`config.mk`:
```
export PLATFORM = sky130hd
export DESIGN_NAME = key_event_press_hold_double
export DESIGN_NICKNAME = d
export VERILOG_FILES = /design/src/kephd_pkg.sv /design/src/kephd_ram.sv /design/src/kephd_upd.sv /design/src/key_event_press_hold_double.sv
export SDC_FILE = /design/constraint.sdc
export NUM_CORES = 2
export LEC_CHECK = 0
export ABC_AREA = 1
export BUFFER_PORTS_ARGS = -buffer_cell sky130_fd_sc_hd__buf_4
export CORE_AREA = 5 5 578 580
export CTS_BUF_LIST = sky130_fd_sc_hd__clkbuf_2 sky130_fd_sc_hd__clkbuf_4 sky130_fd_sc_hd__clkbuf_8
export CTS_CLUSTER_DIAMETER = 60
export CTS_CLUSTER_SIZE = 30
export DETAILED_ROUTE_END_ITERATION = 16
export DIE_AREA = 0 0 583 585
export PLACE_DENSITY = 0.54
export SLEW_MARGIN = 20
export SYNTH_ARGS = -nofsm -noshare
export SYNTH_HDL_FRONTEND = slang
export SYNTH_HIERARCHICAL = 1
export SYNTH_SLANG_ARGS = --single-unit
```
`constraint.sdc`:
```
create_clock -name clk -period 11.76 [get_ports clk]
set_input_delay 2.352 -clock clk [delete_from_list [all_inputs] [get_ports clk]]
set_output_delay 2.352 -clock clk [all_outputs]
set_load 0.02 [all_outputs]
```
`src/kephd_pkg.sv`:
```
`timescale 1ns / 1ps

package kephd_pkg;

  localparam int KEY_COUNT_DEF = 64;
  localparam int KEY_W = 6;
  localparam int PC_W = 7;
  localparam int TIME_W = 16;
  localparam int CFG_IDX_W = 8;

  localparam logic [1:0] REQ_REPORT = 2'd0;
  localparam logic [1:0] REQ_SCAN = 2'd1;
  localparam logic [1:0] REQ_TICK = 2'd2;

  localparam logic [CFG_IDX_W-1:0] CFG_HOLD_THRESHOLD = 8'd0;
  localparam logic [CFG_IDX_W-1:0] CFG_DOUBLE_WINDOW = 8'd1;

  localparam logic [TIME_W-1:0] HOLD_THRESHOLD_RST = 16'd1000;
  localparam logic [TIME_W-1:0] DOUBLE_WINDOW_RST = 16'd300;

  localparam logic [1:0] PH_IDLE = 2'd0;
  localparam logic [1:0] PH_PRESSED = 2'd1;
  localparam logic [1:0] PH_HELD = 2'd2;

  localparam logic [1:0] DP_NONE = 2'd0;
  localparam logic [1:0] DP_ARMED = 2'd1;
  localparam logic [1:0] DP_SEEN = 2'd3;

  localparam logic [1:0] EV_PUSH = 2'd0;
  localparam logic [1:0] EV_RELEASE = 2'd1;
  localparam logic [1:0] EV_HOLD = 2'd2;

  localparam logic [16:0] HOLD_STEP = 17'd37;
  localparam logic [4:0] STILL_RELOAD = 5'd20;
  localparam logic [4:0] STILL_LIMIT = 5'd5;
  localparam logic [PC_W-1:0] PC_MAX = 7'd127;

  typedef struct packed {
    logic [1:0]        phase;
    logic [1:0]        dphase;
    logic [4:0]        still;
    logic [TIME_W-1:0] hold;
    logic [TIME_W-1:0] stamp;
  } entry_t;

  typedef struct packed {
    logic [1:0]       kind;
    logic             dbl;
    logic [KEY_W-1:0] key;
  } ev_t;

  typedef struct packed {
    logic              ev_valid;
    logic [1:0]        kind;
    logic              dbl;
    entry_t            entry;
    logic [PC_W-1:0]   pc;
    logic [TIME_W-1:0] dc;
  } upd_res_t;

  typedef enum logic [1:0] {
    ST_IDLE,
    ST_WORK,
    ST_FLUSH
  } state_t;

endpackage

```
`src/kephd_ram.sv`:
```
`timescale 1ns / 1ps

module kephd_ram #(
  parameter int WIDTH = 8,
  parameter int DEPTH = 64
) (
  input  logic                     clk,
  input  logic                     wr_en,
  input  logic [$clog2(DEPTH)-1:0] wr_addr,
  input  logic [WIDTH-1:0]         wr_data,
  input  logic                     rd_en,
  input  logic [$clog2(DEPTH)-1:0] rd_addr,
  output logic [WIDTH-1:0]         rd_data
);

  logic [WIDTH-1:0] mem [DEPTH];

  always_ff @(posedge clk) begin
    if (wr_en) begin
      mem[wr_addr] <= wr_data;
    end
    if (rd_en) begin
      rd_data <= mem[rd_addr];
    end
  end

endmodule

```
`src/kephd_upd.sv`:
```
`timescale 1ns / 1ps

module kephd_upd
  import kephd_pkg::*;
(
  input  logic              scan,
  input  logic              down,
  input  entry_t            entry,
  input  logic [PC_W-1:0]   pc,
  input  logic [TIME_W-1:0] dc,
  input  logic [TIME_W-1:0] hold_threshold,
  input  logic [TIME_W-1:0] double_window,
  output upd_res_t          res
);

  logic [16:0]       hold_sum;
  logic [TIME_W-1:0] hold_new;
  logic [4:0]        still_dec;
  logic [TIME_W-1:0] elapsed;
  entry_t            rel_entry;
  logic [PC_W-1:0]   rel_pc;
  logic [TIME_W-1:0] rel_dc;
  logic              rel_dbl;

  assign hold_sum = {1'b0, entry.hold} + HOLD_STEP;
  assign hold_new = hold_sum[16] ? {TIME_W{1'b1}} : hold_sum[TIME_W-1:0];
  assign still_dec = entry.still - 5'd1;
  assign elapsed = dc - entry.stamp;

  // release bookkeeping
  always_comb begin
    rel_entry = entry;
    rel_dc = dc;
    rel_dbl = 1'b0;
    if (entry.phase == PH_PRESSED) begin
      if (entry.dphase != DP_NONE && elapsed < double_window) begin
        rel_entry.dphase = DP_SEEN;
      end else begin
        if (pc == PC_W'(1)) begin
          rel_dc = '0;
        end
        rel_entry.stamp = rel_dc;
        rel_entry.dphase = DP_ARMED;
      end
    end
    rel_entry.phase = PH_IDLE;
    rel_entry.hold = '0;
    rel_entry.still = '0;
    rel_pc = (pc != '0) ? pc - PC_W'(1) : pc;
    if (rel_entry.dphase == DP_SEEN) begin
      rel_dbl = 1'b1;
      rel_entry.dphase = DP_NONE;
    end
  end

  always_comb begin
    res.ev_valid = 1'b0;
    res.kind = EV_PUSH;
    res.dbl = 1'b0;
    res.entry = entry;
    res.pc = pc;
    res.dc = dc;
    if (!scan) begin
      if (down && entry.phase == PH_IDLE) begin
        res.entry.phase = PH_PRESSED;
        res.entry.still = STILL_RELOAD;
        res.pc = (pc != PC_MAX) ? pc + PC_W'(1) : pc;
        res.ev_valid = 1'b1;
      end else if (!down && entry.phase != PH_IDLE) begin
        res.entry = rel_entry;
        res.pc = rel_pc;
        res.dc = rel_dc;
        res.ev_valid = 1'b1;
        res.kind = EV_RELEASE;
        res.dbl = rel_dbl;
      end else if (down && entry.phase == PH_PRESSED) begin
        res.entry.hold = hold_new;
        res.entry.still = STILL_RELOAD;
        if (hold_new >= hold_threshold) begin
          res.entry.phase = PH_HELD;
          res.ev_valid = 1'b1;
          res.kind = EV_HOLD;
        end
      end else if (down) begin
        res.entry.still = STILL_RELOAD;
      end
    end else if (entry.still != '0) begin
      if (still_dec <= STILL_LIMIT) begin
        res.entry = rel_entry;
        res.pc = rel_pc;
        res.dc = rel_dc;
        res.ev_valid = 1'b1;
        res.kind = EV_RELEASE;
        res.dbl = rel_dbl;
      end else begin
        res.entry.still = still_dec;
      end
    end
  end

endmodule

```
`src/key_event_press_hold_double.sv`:
```
// Key report: the key entry is read from the key state RAM, updated and written back, and the result is
// registered; a new request is taken only when idle again. Timeout scan: one key entry per cycle through
// the shared update unit and the key state RAM when the output is not stalled.
// Time tick: the time counter steps on accept. Results are held one deep so the final one can carry tlast.
// Synchronous reset clears the key valid bits (all keys idle), counters, state and valid flags.
`timescale 1ns / 1ps

module key_event_press_hold_double
  import kephd_pkg::*;
#(
  parameter int KEY_COUNT = KEY_COUNT_DEF
) (
  input  logic                 clk,
  input  logic                 rst,
  input  logic                 s_axis_tvalid,
  output logic                 s_axis_tready,
  input  logic [7:0]           s_axis_tdata,  // key_number[5:0], key_down[6], zero[7]
  input  logic [1:0]           s_axis_tuser,  // req_type
  output logic                 m_axis_tvalid,
  input  logic                 m_axis_tready,
  output logic [7:0]           m_axis_tdata,  // double_press[0], key_column[3:1], key_row[6:4], zero[7]
  output logic [1:0]           m_axis_tuser,  // event_kind
  output logic                 m_axis_tlast,
  input  logic                 cfg_valid,
  output logic                 cfg_ready,
  input  logic [CFG_IDX_W-1:0] cfg_index,
  input  logic [15:0]          cfg_data
);

  localparam int KW = $clog2(KEY_COUNT);
  localparam logic [KW-1:0] LAST = KW'(KEY_COUNT - 1);

  state_t            state;
  state_t            state_next;
  logic [KW-1:0]     idx;
  logic              scan_mode;
  logic              down_q;
  logic [PC_W-1:0]   pc;
  logic [TIME_W-1:0] dc;
  logic [TIME_W-1:0] hold_threshold;
  logic [TIME_W-1:0] double_window;
  logic [KEY_COUNT-1:0] valid_bits;
  logic              valid_q;
  ev_t               pend;
  logic              pend_valid;

  logic [KEY_W-1:0]  in_key;
  logic              in_down;
  logic              key_ok;
  logic              accept;
  logic              rd_en;
  logic [KW-1:0]     rd_addr;
  logic              wr_en;
  logic              commit;
  logic              stall;
  logic              more;
  logic              out_free;
  logic              load_out;
  logic              out_last;
  entry_t            ram_q;
  entry_t            entry;
  upd_res_t          res;

  assign in_key = s_axis_tdata[KEY_W-1:0];
  assign in_down = s_axis_tdata[KEY_W];
  assign key_ok = {1'b0, in_key} < 7'(KEY_COUNT);
  assign s_axis_tready = (state == ST_IDLE);
  assign accept = s_axis_tvalid && s_axis_tready;
  assign cfg_ready = 1'b1;
  assign out_free = !m_axis_tvalid || m_axis_tready;
  assign more = scan_mode && (idx != LAST);
  assign entry = valid_q ? ram_q : '0;

  kephd_ram #(
    .WIDTH($bits(entry_t)),
    .DEPTH(KEY_COUNT)
  ) u_ram (
    .clk    (clk),
    .wr_en  (wr_en),
    .wr_addr(idx),
    .wr_data(res.entry),
    .rd_en  (rd_en),
    .rd_addr(rd_addr),
    .rd_data(ram_q)
  );

  kephd_upd u_upd (
    .scan          (scan_mode),
    .down          (down_q),
    .entry         (entry),
    .pc            (pc),
    .dc            (dc),
    .hold_threshold(hold_threshold),
    .double_window (double_window),
    .res           (res)
  );

  always_comb begin
    state_next = state;
    case (state)
      ST_IDLE: begin
        if (accept && ((s_axis_tuser == REQ_REPORT && key_ok) || s_axis_tuser == REQ_SCAN)) begin
          state_next = ST_WORK;
        end
      end
      ST_WORK: begin
        if (commit && !more) begin
          state_next = ST_FLUSH;
        end
      end
      ST_FLUSH: begin
        if (!pend_valid || out_free) begin
          state_next = ST_IDLE;
        end
      end
      default: state_next = ST_IDLE;
    endcase
  end

  always_comb begin
    rd_en = 1'b0;
    rd_addr = idx;
    wr_en = 1'b0;
    commit = 1'b0;
    stall = 1'b0;
    load_out = 1'b0;
    out_last = 1'b0;
    case (state)
      ST_IDLE: begin
        if (accept && s_axis_tuser == REQ_REPORT && key_ok) begin
          rd_en = 1'b1;
          rd_addr = in_key[KW-1:0];
        end else if (accept && s_axis_tuser == REQ_SCAN) begin
          rd_en = 1'b1;
          rd_addr = '0;
        end
      end
      ST_WORK: begin
        stall = res.ev_valid && pend_valid && !out_free;
        commit = !stall;
        wr_en = commit;
        load_out = commit && res.ev_valid && pend_valid;
        if (commit && more) begin
          rd_en = 1'b1;
          rd_addr = idx + KW'(1);
        end
      end
      ST_FLUSH: begin
        load_out = pend_valid && out_free;
        out_last = 1'b1;
      end
      default: begin
      end
    endcase
  end

  always_ff @(posedge clk) begin
    if (rst) begin
      state <= ST_IDLE;
      pc <= '0;
      dc <= '0;
      hold_threshold <= HOLD_THRESHOLD_RST;
      double_window <= DOUBLE_WINDOW_RST;
      valid_bits <= '0;
      pend_valid <= 1'b0;
      m_axis_tvalid <= 1'b0;
    end else begin
      state <= state_next;
      if (cfg_valid && cfg_index == CFG_HOLD_THRESHOLD) begin
        hold_threshold <= cfg_data;
      end
      if (cfg_valid && cfg_index == CFG_DOUBLE_WINDOW) begin
        double_window <= cfg_data;
      end
      if (accept && s_axis_tuser == REQ_TICK) begin
        dc <= dc + TIME_W'(1);
      end
      if (commit) begin
        pc <= res.pc;
        dc <= res.dc;
      end
      if (wr_en) begin
        valid_bits[idx] <= 1'b1;
      end
      if (commit && res.ev_valid) begin
        pend_valid <= 1'b1;
      end else if (state == ST_FLUSH && load_out) begin
        pend_valid <= 1'b0;
      end
      if (load_out) begin
        m_axis_tvalid <= 1'b1;
      end else if (m_axis_tready) begin
        m_axis_tvalid <= 1'b0;
      end
    end
  end

  always_ff @(posedge clk) begin
    if (accept) begin
      scan_mode <= (s_axis_tuser == REQ_SCAN);
      down_q <= in_down;
      idx <= (s_axis_tuser == REQ_SCAN) ? '0 : in_key[KW-1:0];
    end else if (commit && more) begin
      idx <= idx + KW'(1);
    end
    if (rd_en) begin
      valid_q <= valid_bits[rd_addr];
    end
    if (commit && res.ev_valid) begin
      pend <= '{kind: res.kind, dbl: res.dbl, key: KEY_W'(idx)};
    end
    if (load_out) begin
      m_axis_tdata <= {1'b0, pend.key[2:0], pend.key[5:3], pend.dbl};
      m_axis_tuser <= pend.kind;
      m_axis_tlast <= out_last;
    end
  end

  a_idle_no_pend: assert property (@(posedge clk) disable iff (rst)
    state == ST_IDLE |-> !pend_valid)
    else $error("pending result left over in idle");

  a_scan_advance: assert property (@(posedge clk) disable iff (rst)
    state == ST_WORK && commit && more |=> state == ST_WORK && idx == $past(idx) + KW'(1))
    else $error("scan did not advance to next key");

  a_stall_hold: assert property (@(posedge clk) disable iff (rst)
    state == ST_WORK && stall |=> state == ST_WORK && $stable(idx))
    else $error("key entry lost during output stall");

  a_flush_last: assert property (@(posedge clk) disable iff (rst)
    state == ST_FLUSH && pend_valid && out_free |=> !pend_valid && m_axis_tvalid && m_axis_tlast)
    else $error("final result not marked last");

endmodule
```
# == Word-level counts from Yosys, hierarchy flattened ==
# Memories as Yosys holds them, arrays and structs flattened. A register that Yosys moved wholly into a read port is not among the register bits.
# Cells that the tools add are included.
# Widths: inputs -> output; s select.
# word_totals
ff_bits,151
ram_bits,2624
out_inout_bits,14
word_cells,170
memories,1
# op_classes
n_addsub,7
n_lt_le_gt_ge,6
eq_ne,20
mux,69
bitwise,1
reduce_logical,48
# mem_list
name,depth,word_bits,rd,rd_clocked_by_memory_dff,write_ports,line,rtl
u_ram.mem,64,41,1,1,1,kephd_ram.sv:16,logic [WIDTH-1:0] mem [DEPTH];
# op_table
operator,count
$mux 16,10
$mux 68,2
$or 64x64->64,1
$mux 55,1
$mux 41,1
$mux 39,1
$mux 6,6
$mux 32,1
$mux 2,12
$logic_and 1x1->1,23
$mux 21,1
$mux 7,3
$mux 5,4
$add 16x6->17 const B,1
$add 16x1->16 const B,1
$ge 16x16->1,1
$lt 16x16->1,1
$mux 1,16
$sub 16x16->16,1
$lt 6x7->1 const B,2
$mux 3,4
$pmux 6 s2,1
$reduce_bool 2->1,6
$reduce_and 5->1,2
29 further kinds,49

# == Logic depth before layout (Yosys ltp) ==
# logic_depth
word_depth,20
depth_mapped,44
mapped_depth_nobuf,37

# == Modules after synthesis ==
# The synthesis kept the hierarchy.
# modules_own_cells
module,instances,cells_each,area_each_um2
kephd_ram,1,8640,106414.6
key_event_press_hold_double,1,978,7089.3
kephd_upd,1,788,4152.7

# == Worst setup path after synthesis ==
# No wires, ideal clock.
# synth_path
path_type,register to register
from,register valid_q
to,memory u_ram/mem[48][0] (netlist bit) (enable)
t_arrival_ns,8.064
required_ns,11.217
slack_ns,3.153
path_stages_with_launch,30
path_buffers,6
synth_period_minus_slack_ns,8.607
cell_sequence,edfxtp_1 > clkbuf_1 > clkbuf_1 > nand2_1 > inv_1 > ha_1 > nor2_1 > nor2_1 > nand2_1 > nand2_1 > nand4_2 > buf_2 > buf_2 > nand2_1 > ha_1 > a21oi_1 > o21ai_0 > nand2_1 > o211ai_1 > nand2_1 > nand3_1 > nand3_1 > nand2_1 > nand2_1 > nor2_1 > nor2_4 > clkbuf_1 > clkbuf_1 > nand4_1 > nor4_1
# synth_rtl
item,line,rtl
"start, declared",key_event_press_hold_double.sv:43,logic valid_q;
"start signal, assigned",key_event_press_hold_double.sv:207,valid_q <= valid_bits[rd_addr];
"end, declared",kephd_ram.sv:16,

==> metrics.txt <==
post-layout min period 8950 ps; Hold Path Class reg -> reg; clk sinks 2816; CTS tree built; Synth Area per Inst roughly 11 sq um; Post-synth ARST share 0; Area Growth Syn to Fin 8.24%; status completed; Critical Path Fanout Max 129; met2 Track Usage GR 0.332; Die X-Extent 583 um; All-Layer GR Usage 0.204; DRC 0; share of post-route cells with drive strength above 1 0.0709; Critical Path AT just under 10000 ps; Clock Latency Late Sink 1090 ps; synthesis-stage register bit count 2816; clock slew at reported path FFs 140 ps; final-report setup violation count 0; initial DRC count 9293; met1 usage 0.283; initial antenna violation count 20; warnings from Yosys 6; total wire length 359000 um; Main synth FF type edfxtp_1; worst slew pin tran 1140 ps; post-synth top area cell edfxtp_1; Congestion Overflow GR 0; Ports 53; Vias 79500; Top Family by Delay on Critical Path simple AND/OR/NAND/NOR gates; DR WL/cell between 20 and 25 um; final hold violations 0; die area 341000 sq um; GR peak layer met2; final-report max-slew violation count 0; H-tree levels 4; post-CTS setup buffers 0; Max Clock Freq 112 MHz; Post-Syn Nets 10500; final setup TNS 0 ps; Die H 585 um; number of synthesized flops with an enable pin 2693; CTS root buf clkbuf_8; vias in the first global route 75400; CTS resizes 0; MaxCap Viol Count 0; drt via density 5.41; CP most frequent cell nand2_1; Final period util 0.761; port bufs 49; post-synthesis sequential area ratio 0.708; Core ar. 329000 sq um; setup repair after global routing missed its margin no; DP HPWL ~190000 um; mapped cell area 118000 sq um; FP Rows 211; largest net degree at the start of global routing 171; first drt pass iteration count 7; post-synth top area share 0.687; hold_buf cts 0; first-pass GRT wire length between 500000 and 600000 um; Worst Setup End Kind flip-flop; Detail Route Antenna Nets 0; worst path bufs/invs 4; post-synth cell types between 50 and 60; total CTS buffers 177; CP max stage cell edfxtp_1; synth top area cells edfxtp_1 (69%), nand3_1 (11%), nand2_1 (10%); CTS max path bufs 4; Worst Clk Skew 121 ps; Routability Congestion 0.856; Initial Utilization 0.358; crit path kind reg -> reg; met3 Resource Use GR 0.0252; relative slew slack 0.240; Cells after Synth 10400; CP max stage delay 940 ps; Nets 10300; startpoint types flip-flop; worst endpoint required time 12690 ps
cell usage in the layout (no fill, tap or decap), drive strengths merged, types with 2 or more instances in the layout:
cell      instances
a22oi             2
o21a              2
clkinv           57
nand3b            2
conb              2
buf             245
o22ai             3
nor3             29
nor4             12
inv             379
o211ai           15
nand2          3276
clkinvlp          8
o31ai             3
a211oi            4
nand4            35
o221a             2
clkbuf          185
ha               59
edfxtp         2693
bufinv            7
nor3b             3
dfxtp           123
nand3          2684
o221ai            2
o2111ai           7
xnor2            11
nor2            216
a31oi             6
diode             8
a21oi           117
xor2             23
or2               3
o21ai           108
cells by family (layout without fill, tap and decap cells):
logic type / Yosys count / count (layout) / synth area share
simple gates: 6261 / 6261 / 0.231
flops: 2816 / 2816 / 0.708
compound gates: 276 / 276 / 0.0132
xor+xnor: 34 / 34 / 0.00259
other cells: 2 / 10 / 0.0000638
buf+inv: 957 / 881 / 0.0385
fa+ha+maj: 60 / 60 / 0.00644
cell type report:
type	count	area (sq um)
Antenna cell	8	20.0
Clock buffer	185	2510
Tap cell	4366	5460
Timing Repair Buffer	245	2260
Fill cell	31200	201000
Multi-Input combinational cell	6633	30600
Inverter	319	1260
Sequential cell	2816	83300
Clock inverter	132	1870
registers in the layout, summed over array words and instances (netlist names):
| name | flops |
|---|---|
| u_ram/rd_data | 41 |
| down_q | 1 |
| state | 2 |
| valid_q | 1 |
| m_axis_tvalid | 1 |
| dc | 16 |
| hold_threshold | 16 |
| double_window | 16 |
| m_axis_tdata | 7 |
| m_axis_tlast | 1 |
| u_ram/mem | 2624 |
| valid_bits | 64 |
| pend_valid | 1 |
| scan_mode | 1 |
| pend | 9 |
| idx | 6 |
| m_axis_tuser | 2 |
| pc | 7 |
per-stage QoR:
| stage | util | instances | instance area [sq um] | setup WS (ps) | hold slack [ps] |
|---|---|---|---|---|---|
| CTS | 0.387 | 14700 | 127000 | 2840 | 416 |
| detailed placement | 0.374 | 14400 | 123000 | 2930 | 407 |
| global route | 0.387 | 14700 | 127000 | 2080 | 423 |
| floorplan | - | 10400 | 118000 | 3150 | 400 |
| global placement | 0.374 | 14400 | 123000 | 2890 | 401 |
| finish | 0.387 | 14700 | 127000 | 2810 | 416 |
Yosys cell counts, types with 59 or more instances:
cell type and instances:
nand2_1 3264, clkbuf_1 125, ha_1 59, nand3_1 2682, nor2_1 204, buf_4 59
buf_2 351, dfxtp_1 123, o21ai_0 98, edfxtp_1 2693, buf_1 67, inv_1 298
a21oi_1 115
per-layer routing:
layer / wire [um] / vias up / share of wire
met5: 15 / - / 0.000042
met4: 13300 / 2 / 0.037
met3: 30900 / 500 / 0.086
met2: 166000 / 3402 / 0.46
met1: 149000 / 39600 / 0.41
li1: - / 36000 / -
worst paths after layout:
kind	start	end	slack [ps]	cells past startpoint
setup / recovery	valid_q	u_ram/rd_data[14]	2810	33
hold / removal	pend[0]	m_axis_tdata[4]	420	0
setup reg to reg	valid_q	u_ram/rd_data[14]	2810	33
hold reg to reg	pend[0]	m_axis_tdata[4]	420	0
Power is not shown: default switching activity piles up to over one toggle a cycle in this logic, so the estimate is an artifact.
